--- src/gcs_pkg.sv ---
// Package: constants, configuration and request types for the packed 3D cell store.
package gcs_pkg;

	localparam int MEM_BYTES = 65536;
	localparam int MAX_DIM   = 1024;

	localparam int DIM_W   = 11;
	localparam int CB_W    = 3;
	localparam int COORD_W = 12;
	localparam int DATA_W  = 32;
	localparam int BYTE_W  = 8;
	localparam int CB_MAX  = 4;

	localparam int LANES  = 4;
	localparam int LANE_W = $clog2(LANES);
	localparam int ADDR_W = $clog2(MEM_BYTES);
	localparam int ROWS   = MEM_BYTES / LANES;
	localparam int ROW_W  = $clog2(ROWS);

	localparam int T1_W  = 2 * DIM_W + 1;
	localparam int T2_W  = T1_W + DIM_W + 1;
	localparam int IDX_W = T2_W + CB_W;

	localparam int S_TDATA_W = 72;
	localparam int CFG_IDX_W = 8;

	localparam logic [CFG_IDX_W-1:0] REG_GRID_WIDTH  = CFG_IDX_W'(0);
	localparam logic [CFG_IDX_W-1:0] REG_GRID_HEIGHT = CFG_IDX_W'(1);
	localparam logic [CFG_IDX_W-1:0] REG_GRID_DEPTH  = CFG_IDX_W'(2);
	localparam logic [CFG_IDX_W-1:0] REG_CELL_BYTES  = CFG_IDX_W'(3);

	localparam logic KIND_READ  = 1'b0;
	localparam logic KIND_WRITE = 1'b1;

	typedef struct packed {
		logic [DIM_W-1:0] width;
		logic [DIM_W-1:0] height;
		logic [DIM_W-1:0] depth;
		logic [CB_W-1:0]  cb;
	} grid_cfg_t;

	typedef struct packed {
		logic              valid;
		logic              write;
		logic              bad;
		logic [ADDR_W-1:0] addr;
		logic [DATA_W-1:0] data;
		logic [CB_W-1:0]   cb;
	} mem_req_t;

	typedef struct packed {
		logic              valid;
		logic              bad;
		logic [DATA_W-1:0] rdata;
	} mem_rsp_t;

	// non-negative and below the limit
	function automatic logic coord_ok(input logic [COORD_W-1:0] c, input logic [DIM_W-1:0] lim);
		coord_ok = !c[COORD_W-1] && (c[DIM_W-1:0] < lim);
	endfunction

endpackage

--- src/gcs_agu.sv ---
// Address generation: bounds check and byte index, three registered stages.
module gcs_agu (
	input  logic                         clk,
	input  logic                         arst_n,
	input  gcs_pkg::grid_cfg_t           cfg,
	input  logic                         in_valid,
	input  logic                         in_write,
	input  logic [gcs_pkg::COORD_W-1:0]  coord_x,
	input  logic [gcs_pkg::COORD_W-1:0]  coord_y,
	input  logic [gcs_pkg::COORD_W-1:0]  coord_z,
	input  logic [gcs_pkg::DATA_W-1:0]   write_data,
	output gcs_pkg::mem_req_t            req
);
	import gcs_pkg::*;

	logic              valid_s1, valid_s2, valid_s3;
	logic              write_s1, write_s2, write_s3;
	logic              bad_s1, bad_s2, bad_s3;
	logic [DATA_W-1:0] data_s1, data_s2, data_s3;
	logic [DIM_W-1:0]  x_s1;
	logic [T1_W-1:0]   t1_s1;
	logic [T2_W-1:0]   t2_s2;
	logic [IDX_W-1:0]  idx_s3;
	logic [IDX_W:0]    end_s3;

	always_ff @(posedge clk or negedge arst_n) begin
		if (!arst_n) begin
			valid_s1 <= 1'b0;
			valid_s2 <= 1'b0;
			valid_s3 <= 1'b0;
		end else begin
			valid_s1 <= in_valid;
			valid_s2 <= valid_s1;
			valid_s3 <= valid_s2;
		end
	end

	always_ff @(posedge clk) begin
		write_s1 <= in_write;
		data_s1  <= write_data;
		bad_s1   <= !coord_ok(coord_x, cfg.width) || !coord_ok(coord_y, cfg.height) ||
			!coord_ok(coord_z, cfg.depth);
		x_s1     <= coord_x[DIM_W-1:0];
		t1_s1    <= T1_W'(coord_z[DIM_W-1:0]) * T1_W'(cfg.height) + T1_W'(coord_y[DIM_W-1:0]);

		write_s2 <= write_s1;
		data_s2  <= data_s1;
		bad_s2   <= bad_s1;
		t2_s2    <= T2_W'(t1_s1) * T2_W'(cfg.width) + T2_W'(x_s1);

		write_s3 <= write_s2;
		data_s3  <= data_s2;
		bad_s3   <= bad_s2;
		idx_s3   <= IDX_W'(t2_s2) * IDX_W'(cfg.cb);
	end

	// cell must end inside the memory
	assign end_s3 = (IDX_W+1)'(idx_s3) + (IDX_W+1)'(cfg.cb);

	always_comb begin
		req.valid = valid_s3;
		req.write = write_s3;
		req.bad   = bad_s3 || (end_s3 > (IDX_W+1)'(MEM_BYTES));
		req.addr  = idx_s3[ADDR_W-1:0];
		req.data  = data_s3;
		req.cb    = cfg.cb;
	end

endmodule

--- config.mk ---
export PLATFORM = sky130hd
export DESIGN_NAME = gcs_agu
export DESIGN_NICKNAME = d
export VERILOG_FILES = /design/src/gcs_pkg.sv /design/src/gcs_agu.sv
export SDC_FILE = /design/constraint.sdc
export NUM_CORES = 1
export LEC_CHECK = 0
export BUFFER_PORTS_ARGS = -buffer_cell sky130_fd_sc_hd__buf_2
export CAP_MARGIN = 20
export CORE_ASPECT_RATIO = 1.4
export CORE_MARGIN = 5
export CORE_UTILIZATION = 50
export DETAILED_ROUTE_END_ITERATION = 6
export PLACE_DENSITY_LB_ADDON = 0.15
export SYNTH_ARGS = -nofsm -noshare
export SYNTH_HDL_FRONTEND = slang
export SYNTH_SLANG_ARGS = --single-unit
--- constraint.sdc ---
create_clock -name clk -period 12.45 [get_ports clk]
set_input_delay 2.49 -clock clk [delete_from_list [all_inputs] [get_ports clk]]
set_output_delay 2.49 -clock clk [all_outputs]
set_load 0.02 [all_outputs]
# Word level (Yosys, flattened, before mapping)
# Index checks and enable logic that the tools add are counted.
# classes
n_eq_ne	0
reduce_logical	12
magnitude_cmp	4
multipliers	3
div	0
addsub	3
bitwise_logic	0
n_mux	0
shifts	0
# ops
op	count
$add 38x3->39	1
$gt 39x17->1 const B	1
$mul 35x3->38	1
$add 34x11->35	1
$mul 23x11->34	1
$lt 11x11->1	3
$add 22x11->23	1
$mul 11x11->22	1
$logic_not 1->1	6
$logic_and 1x1->1	3
$logic_or 1x1->1	3
# totals
in_bits	108
latch_bits	0
memories	0
ram_bits	0
output_inout_bits	54
register_bits	212
romBits	0

# Depth between registers and ports, before layout
# Gate-level depths: netlist of the first run.
# logic_depth
depth_word	5
ltp_mapped	22
depth_no_buf	21

# Worst setup path after synthesis of the first run
# OpenSTA, ideal clock, no wires.
# synth_path
path_kind	input-to-reg
from	in cfg[30] (netlist bit)
to	reg t2_s2[34]
required_time_ps	12378
arrival_time_ps	7768
n_path_buf	1
stages	20
setup_time_ps	72
slack_ps	4610
cell_sequence	clkbuf_1 -> nand2_1 -> fa_1 -> inv_1 -> fa_1 -> fa_1 -> fa_1 -> inv_1 -> fa_1 -> inv_1 -> ha_1 -> and4_1 -> o21a_4 -> a211oi_4 -> o31ai_2 -> a311o_2 -> a2111oi_4 -> o31ai_1 -> a21oi_1 -> xnor2_1
# synth_via
elab_chain_cells	2
# synth_lines
element	line_no	source
start, declared	gcs_agu.sv:5	input gcs_pkg::grid_cfg_t cfg,
$mul 23x11->34	gcs_agu.sv:49	t2_s2 <= T2_W'(t1_s1) * T2_W'(cfg.width) + T2_W'(x_s1);
$add 34x11->35	gcs_agu.sv:49	
end signal, assigned	gcs_agu.sv:49	
end, declared	gcs_agu.sv:22	logic [T2_W-1:0] t2_s2;
# No other way between the ends.

==> flow_metrics.py, run 1 <==
metrics = {
    "status": {
        "status": "complete, no violations",
    },
    "layout": {
        "multi_input_area_mm2": 0.0155,
        "drive_gt1_frac": 0.0897,
        "ff_latch_area_mm2": 0.00426,
        "num-fill-cells": 4105,
        "syn_to_final_growth_pct": 8.18,
        "nNetsFinal": 3203,
    },
    "cts": {
        "cts_resized": 0,
        "postCtsHoldBufs": 0,
        "cts_htree_levels": 1,
        "cts_tree": "built",
        "clock-sinks": 212,
        "cts_buffers": 22,
        "clk_path_buf_depth": 3,
        "clkLatencyLatePin_ns": 0.52,
        "cts.clk_slew.worst_paths_ns": 0.06,
        "cts_root_buf": "clkbuf_16",
        "post_cts_buffers": 0,
    },
    "global_routing": {
        "grt_pass1_vias": 17423,
        "grt_pass1_wl_um": 82000,
        "track_usage": 0.200,
        "gr-total-overflow": 0,
        "antenna_found_initial": 3,
        "grt_max_degree": 39,
    },
    "route": {
        "vias": 15884,
        "firstDrtPassIters": 4,
        "drc": 0,
        "vias_per_cell": 5.09,
        "wl_per_cell_um": 15.0,
        "wl_um": 46800,
        "ant_nets": 0,
        "drt_iter0_drc": 414,
    },
    "critical_path": {
        "crit_path_end_kind": "primary output",
        "reg2reg_slack_ns": 6.39,
        "rr_endpoint": "t2_s2[32]",
        "reg2regPathDepth": 19,
        "r2r-start": "t1_s1[6]",
        "path_max_fanout": 37,
        "start_kind": "primary input",
        "arrival_ns": 5.82,
        "required_ns": 9.96,
        "criticalPathCategory": "primary input to primary output",
    },
    "synth": {
        "syn_inst": 2472,
        "async_flop_share": 0.0142,
        "synth.most_common_cell": "inv_1",
        "synth.distinct_cells": 79,
        "ys_ff_latch": 212,
        "syn-cell-area_mm2": 0.0222,
        "synth_top_area_frac": 0.295,
        "syn-num-nets": 3127,
        "synth_warnings": 0,
        "ys.flop_type": "dfxtp_1",
        "synth_largest_area_cell": "fa_1",
        "synth-edff-count": 0,
        "synth_common_cells": "519 x inv_1, 356 x nand2_1, 327 x fa_1",
        "synth_area_leaders": "fa_1 30%, dfxtp_1 19%, ha_1 12%, inv_1 8.8%, nand2_1 6.0%",
        "seq_area_frac_synth": 0.192,
        "syn_avg_cell_area_um2": 8.96,
    },
    "timing": {
        "finClkSkew_ns": 0.0135,
        "rsz0062_at_grt": "no",
        "drv_slew": 0,
        "worst_pin_slew_ns": 0.696,
        "setup_violations": 0,
        "slew_headroom": 0.524,
        "finalCritPeriodShare": 0.667,
        "finalSetupTns_ns": 0,
        "fmax_mhz": 120,
        "whs_ns": 0.318,
        "fin_crit_ns": 8.31,
        "final_hold_viol_count": 0,
    },
    "hold_path": {
        "worstHoldStart": "data_s1[7]",
        "whs_endpoint": "data_s2[7]",
        "worstHoldPathCells": 0,
        "holdCritPathClass": "flop to flop",
    },
    "placement": {
        "io_buffers": 161,
        "hpwl_um": 40100,
        "gp_congestion": 0.869,
    },
    "die": {
        "pin_count": 162,
        "start_util": 0.504,
        "coreArea_mm2": 0.0439,
        "dieHeight_um": 259,
        "die_x_um": 188,
        "num_rows": 91,
        "die_area_mm2": 0.0487,
    },
    "run": {
        "timing.max_cap.violations": 0,
    },
}
-- cell usage in the layout (no fill, tap or decap), types with 16 or more instances in the layout --
| master | n |
|---|---|
| a21o_1 | 41 |
| a21oi_1 | 76 |
| and2_1 | 176 |
| buf_2 | 161 |
| clkbuf_16 | 24 |
| dfxtp_1 | 209 |
| fa_1 | 327 |
| ha_1 | 220 |
| inv_1 | 519 |
| nand2_1 | 356 |
| nand3_1 | 25 |
| nor2_1 | 67 |
| nor3_1 | 19 |
| o21ai_0 | 40 |
| o21bai_1 | 16 |
| xnor2_1 | 57 |
| xor2_1 | 18 |
-- how the worst max path moves through the flow --
stage	start	endpoint	cells past startpoint
floorplan	cfg[30]	t2_s2[34]	20
global placement	cfg[30]	t2_s2[34]	21
detailed placement	cfg[27]	t2_s2[32]	20
CTS	cfg[0]	req[51]	13
global route	cfg[0]	req[51]	13
finish	cfg[0]	req[51]	13
-- sequential cells by signal, indices dropped and copies added, names as in the netlist --
register / cells
t1_s1: 23
valid_s3: 1
bad_s3: 1
write_s1: 1
data_s2: 32
data_s3: 32
data_s1: 32
bad_s1: 1
bad_s2: 1
x_s1: 11
idx_s3: 38
write_s3: 1
write_s2: 1
valid_s2: 1
t2_s2: 35
valid_s1: 1
-- critical path: stages --
cell and delay (ns):
buf_2 0.50, ha_1 0.27, inv_1 0.05, fa_1 0.41, inv_1 0.08, a21o_1 0.25, nor4bb_1 0.32, o21bai_1 0.11
a2111oi_0 0.44, a31oi_1 0.16, nor4_1 0.29, nand4b_1 0.22, buf_2 0.22
-- cell type report --
cell class              count  area share
diodes                      1    0.000104
well taps                 558      0.0291
clock inverters            13     0.00689
multi-input cells        1632       0.645
clock buffers              27      0.0264
flip-flops and latches    212       0.178
repair buffers            161      0.0336
inverters                 519      0.0813
-- layer usage --
metal | vias to the layer above | track usage | part of all wire
met5 | - | 0 | 0.00028
met4 | 2 | 0.0659 | 0.031
met3 | 111 | 0.0210 | 0.032
met2 | 288 | 0.397 | 0.56
met1 | 7760 | 0.220 | 0.37
li1 | 7723 | - | -
-- through the flow --
stage               cell area, um2   util  instances  setup slack [ns]
global route                 24000  0.545       3123              3.91
floorplan                    22200      -       2472              4.61
global placement             23200  0.527       3082              4.11
finish                       24000  0.545       3123              4.14
CTS                          24000  0.545       3122              4.11
detailed placement           23200  0.527       3082              4.08
-- logic make-up (layout without fill, tap and decap cells) --
group                      Yosys count  in the layout  synth area share
other                                0              1                 0
adders and majority gates          547            547             0.420
xor gates and xnor gates            75             75            0.0297
AOI/OAI and AO/OA                  276            276            0.0869
muxes                                6              6           0.00277
and+or+nand+nor                    728            728             0.159
buffers and inverters              628            720             0.110
DFF                                212            212             0.192
Power of run 1 is not shown: default switching activity piles up to over one toggle a cycle in this logic, so the estimate is an artifact.
==> run 2, diff against run 1 <==
- ABC_AREA: unset -> 1
- clock period: 12.45 -> 8 ns (I/O delays scaled with it)
==> run 2 against run 1 <==
Cell count up 21%. Hold slack improved by 0.0029 ns. Core utilization up 0.15 points. Via count rose by 18%. Global-route usage grew 3.4 points. Cell area is 6.5% higher. Worst setup slack lost 2.5 ns. Clock skew is 0.0030 ns lower. Critical path type is now primary input to flop.
==> flow_metrics.py, run 2 <==
metrics = {
    "global_routing": {
        "antenna_found_initial": 2,
        "gr-total-overflow": 0,
        "grt_pass1_wl_um": 97100,
        "grt_max_degree": 39,
        "grt_pass1_vias": 20516,
        "track_usage": 0.234,
    },
    "cts": {
        "clk_path_buf_depth": 3,
        "cts_resized": 0,
        "cts_htree_levels": 1,
        "postCtsHoldBufs": 0,
        "post_cts_buffers": 0,
        "clkLatencyLatePin_ns": 0.53,
        "clock-sinks": 212,
        "cts_root_buf": "clkbuf_16",
        "cts_tree": "built",
        "cts.clk_slew.worst_paths_ns": 0.06,
        "cts_buffers": 24,
    },
    "die": {
        "die_x_um": 193,
        "die_area_mm2": 0.0514,
        "start_util": 0.502,
        "dieHeight_um": 266,
        "coreArea_mm2": 0.0467,
        "pin_count": 162,
        "num_rows": 94,
    },
    "synth": {
        "syn-num-nets": 3695,
        "syn_inst": 3040,
        "synth_area_leaders": "fa_1 28%, dfxtp_1 18%, inv_1 13%, nand2_1 12%, ha_1 12%",
        "synth-edff-count": 0,
        "syn-cell-area_mm2": 0.0234,
        "synth_warnings": 0,
        "seq_area_frac_synth": 0.182,
        "synth_largest_area_cell": "fa_1",
        "syn_avg_cell_area_um2": 7.71,
        "synth_top_area_frac": 0.279,
        "ys.flop_type": "dfxtp_1",
        "synth.most_common_cell": "inv_1",
        "ys_ff_latch": 212,
        "synth_common_cells": "802 x inv_1, 749 x nand2_1, 327 x fa_1",
        "synth.distinct_cells": 48,
        "async_flop_share": 0.0142,
    },
    "timing": {
        "finalSetupTns_ns": 0,
        "finalCritPeriodShare": 0.797,
        "fmax_mhz": 157,
        "setup_violations": 0,
        "fin_crit_ns": 6.38,
        "finClkSkew_ns": 0.0105,
        "final_hold_viol_count": 0,
        "drv_slew": 0,
        "worst_pin_slew_ns": 0.814,
        "slew_headroom": 0.453,
        "rsz0062_at_grt": "no",
    },
    "route": {
        "wl_um": 58600,
        "vias_per_cell": 4.99,
        "drc": 0,
        "wl_per_cell_um": 15.5,
        "firstDrtPassIters": 5,
        "vias": 18811,
        "drt_iter0_drc": 607,
        "ant_nets": 0,
    },
    "layout": {
        "num-fill-cells": 4598,
        "regMostFlops": "idx_s3",
        "multi_input_area_mm2": 0.0157,
        "ff_latch_area_mm2": 0.00426,
        "nNetsFinal": 3782,
        "drive_gt1_frac": 0.0744,
        "final_common_cell": "inv_1",
        "syn_to_final_growth_pct": 8.92,
        "largest_reg_flops": 38,
        "top_regs": "idx_s3 x38, t2_s2 x35",
        "final_cell_mix": "802 x inv_1, 749 x nand2_1, 327 x fa_1",
    },
    "critical_path": {
        "start_kind": "primary input",
        "arrival_ns": 6.84,
        "crit_path_end_kind": "flop",
        "reg2regPathDepth": 18,
        "required_ns": 8.46,
        "path_max_fanout": 24,
        "r2r-start": "t1_s1[9]",
        "rr_endpoint": "t2_s2[27]",
        "criticalPathCategory": "primary input to flop",
        "reg2reg_slack_ns": 2.42,
    },
    "hold_path": {
        "worstHoldPathCells": 0,
        "holdCritPathClass": "flop to flop",
        "worstHoldStart": "data_s1[4]",
        "whs_endpoint": "data_s2[4]",
    },
    "run": {
        "timing.max_cap.violations": 0,
    },
    "placement": {
        "io_buffers": 161,
        "hpwl_um": 50000,
        "gp_congestion": 0.925,
    },
    "status": {
        "status": "complete, no violations",
    },
}
run 2: worst max-delay path by stage:
| stage | start | endpoint | slack [ns] | cells past startpoint |
|---|---|---|---|---|
| final | cfg[30] | t2_s2[27] | 1.62 | 19 |
| after global routing | cfg[32] | t2_s2[25] | 1.48 | 22 |
| after CTS | cfg[27] | t2_s2[27] | 1.71 | 19 |
| after detailed placement | cfg[30] | t2_s2[27] | 1.15 | 19 |
| after global placement | cfg[30] | t2_s2[27] | 1.17 | 19 |
| after floorplan | cfg[30] | t2_s2[27] | 1.90 | 19 |
run 2: kinds of logic after synthesis:
group / Yosys count / share of synthesized area
buffers and inverters: 903 / 0.148
XOR/XNOR: 83 / 0.0310
AO/OA/AOI/OAI: 257 / 0.0631
AND/OR/NAND/NOR: 1038 / 0.180
adder cells (fa/ha/maj): 547 / 0.397
flip-flops: 212 / 0.182
run 2: worst max-delay path, cell delays in order:
cell,delay [ns]
buf_2,0.43
nand2_1,0.15
fa_1,0.56
inv_1,0.05
fa_1,0.54
fa_1,0.44
fa_1,0.54
inv_1,0.05
fa_1,0.52
inv_1,0.04
ha_1,0.35
nand2_1,0.11
nor2_1,0.12
nor3b_1,0.52
a21oi_1,0.20
o21bai_1,0.27
nand2_1,0.09
nand3_1,0.09
xor2_1,0.14
run 2: cell type report:
type,count,share of cell area
Inverter,803,0.118
Clock buffer,26,0.0250
Antenna cell,1,0.0000980
Sequential cell,212,0.167
Clock inverter,18,0.0124
Timing Repair Buffer,161,0.0316
Multi-Input combinational cell,1925,0.615
Tap cell,624,0.0306
run 2: through the flow:
step / cell area [um2] / hold WS, ns / util / worst slack (ns) / instances
3_3_place_gp: 24600 / 0.310 / 0.526 / 1.17 / 3725
3_5_place_dp: 24600 / 0.312 / 0.526 / 1.15 / 3725
6_report: 25500 / 0.321 / 0.547 / 1.62 / 3770
4_1_cts: 25500 / 0.322 / 0.547 / 1.71 / 3769
5_1_grt: 25500 / 0.330 / 0.547 / 1.48 / 3769
2_1_floorplan: 23400 / 0.310 / - / 1.90 / 3040
run 2: layer usage:
metal  global-route usage  part of all wire  vias to the layer above
li1                     -                 -                     9127
met1                0.229              0.34                     9076
met2                0.473              0.57                      418
met3               0.0235             0.033                      188
met4                0.117             0.059                        2
met5                    0           0.00022                        -
Power of run 2 is left out for the same reason.
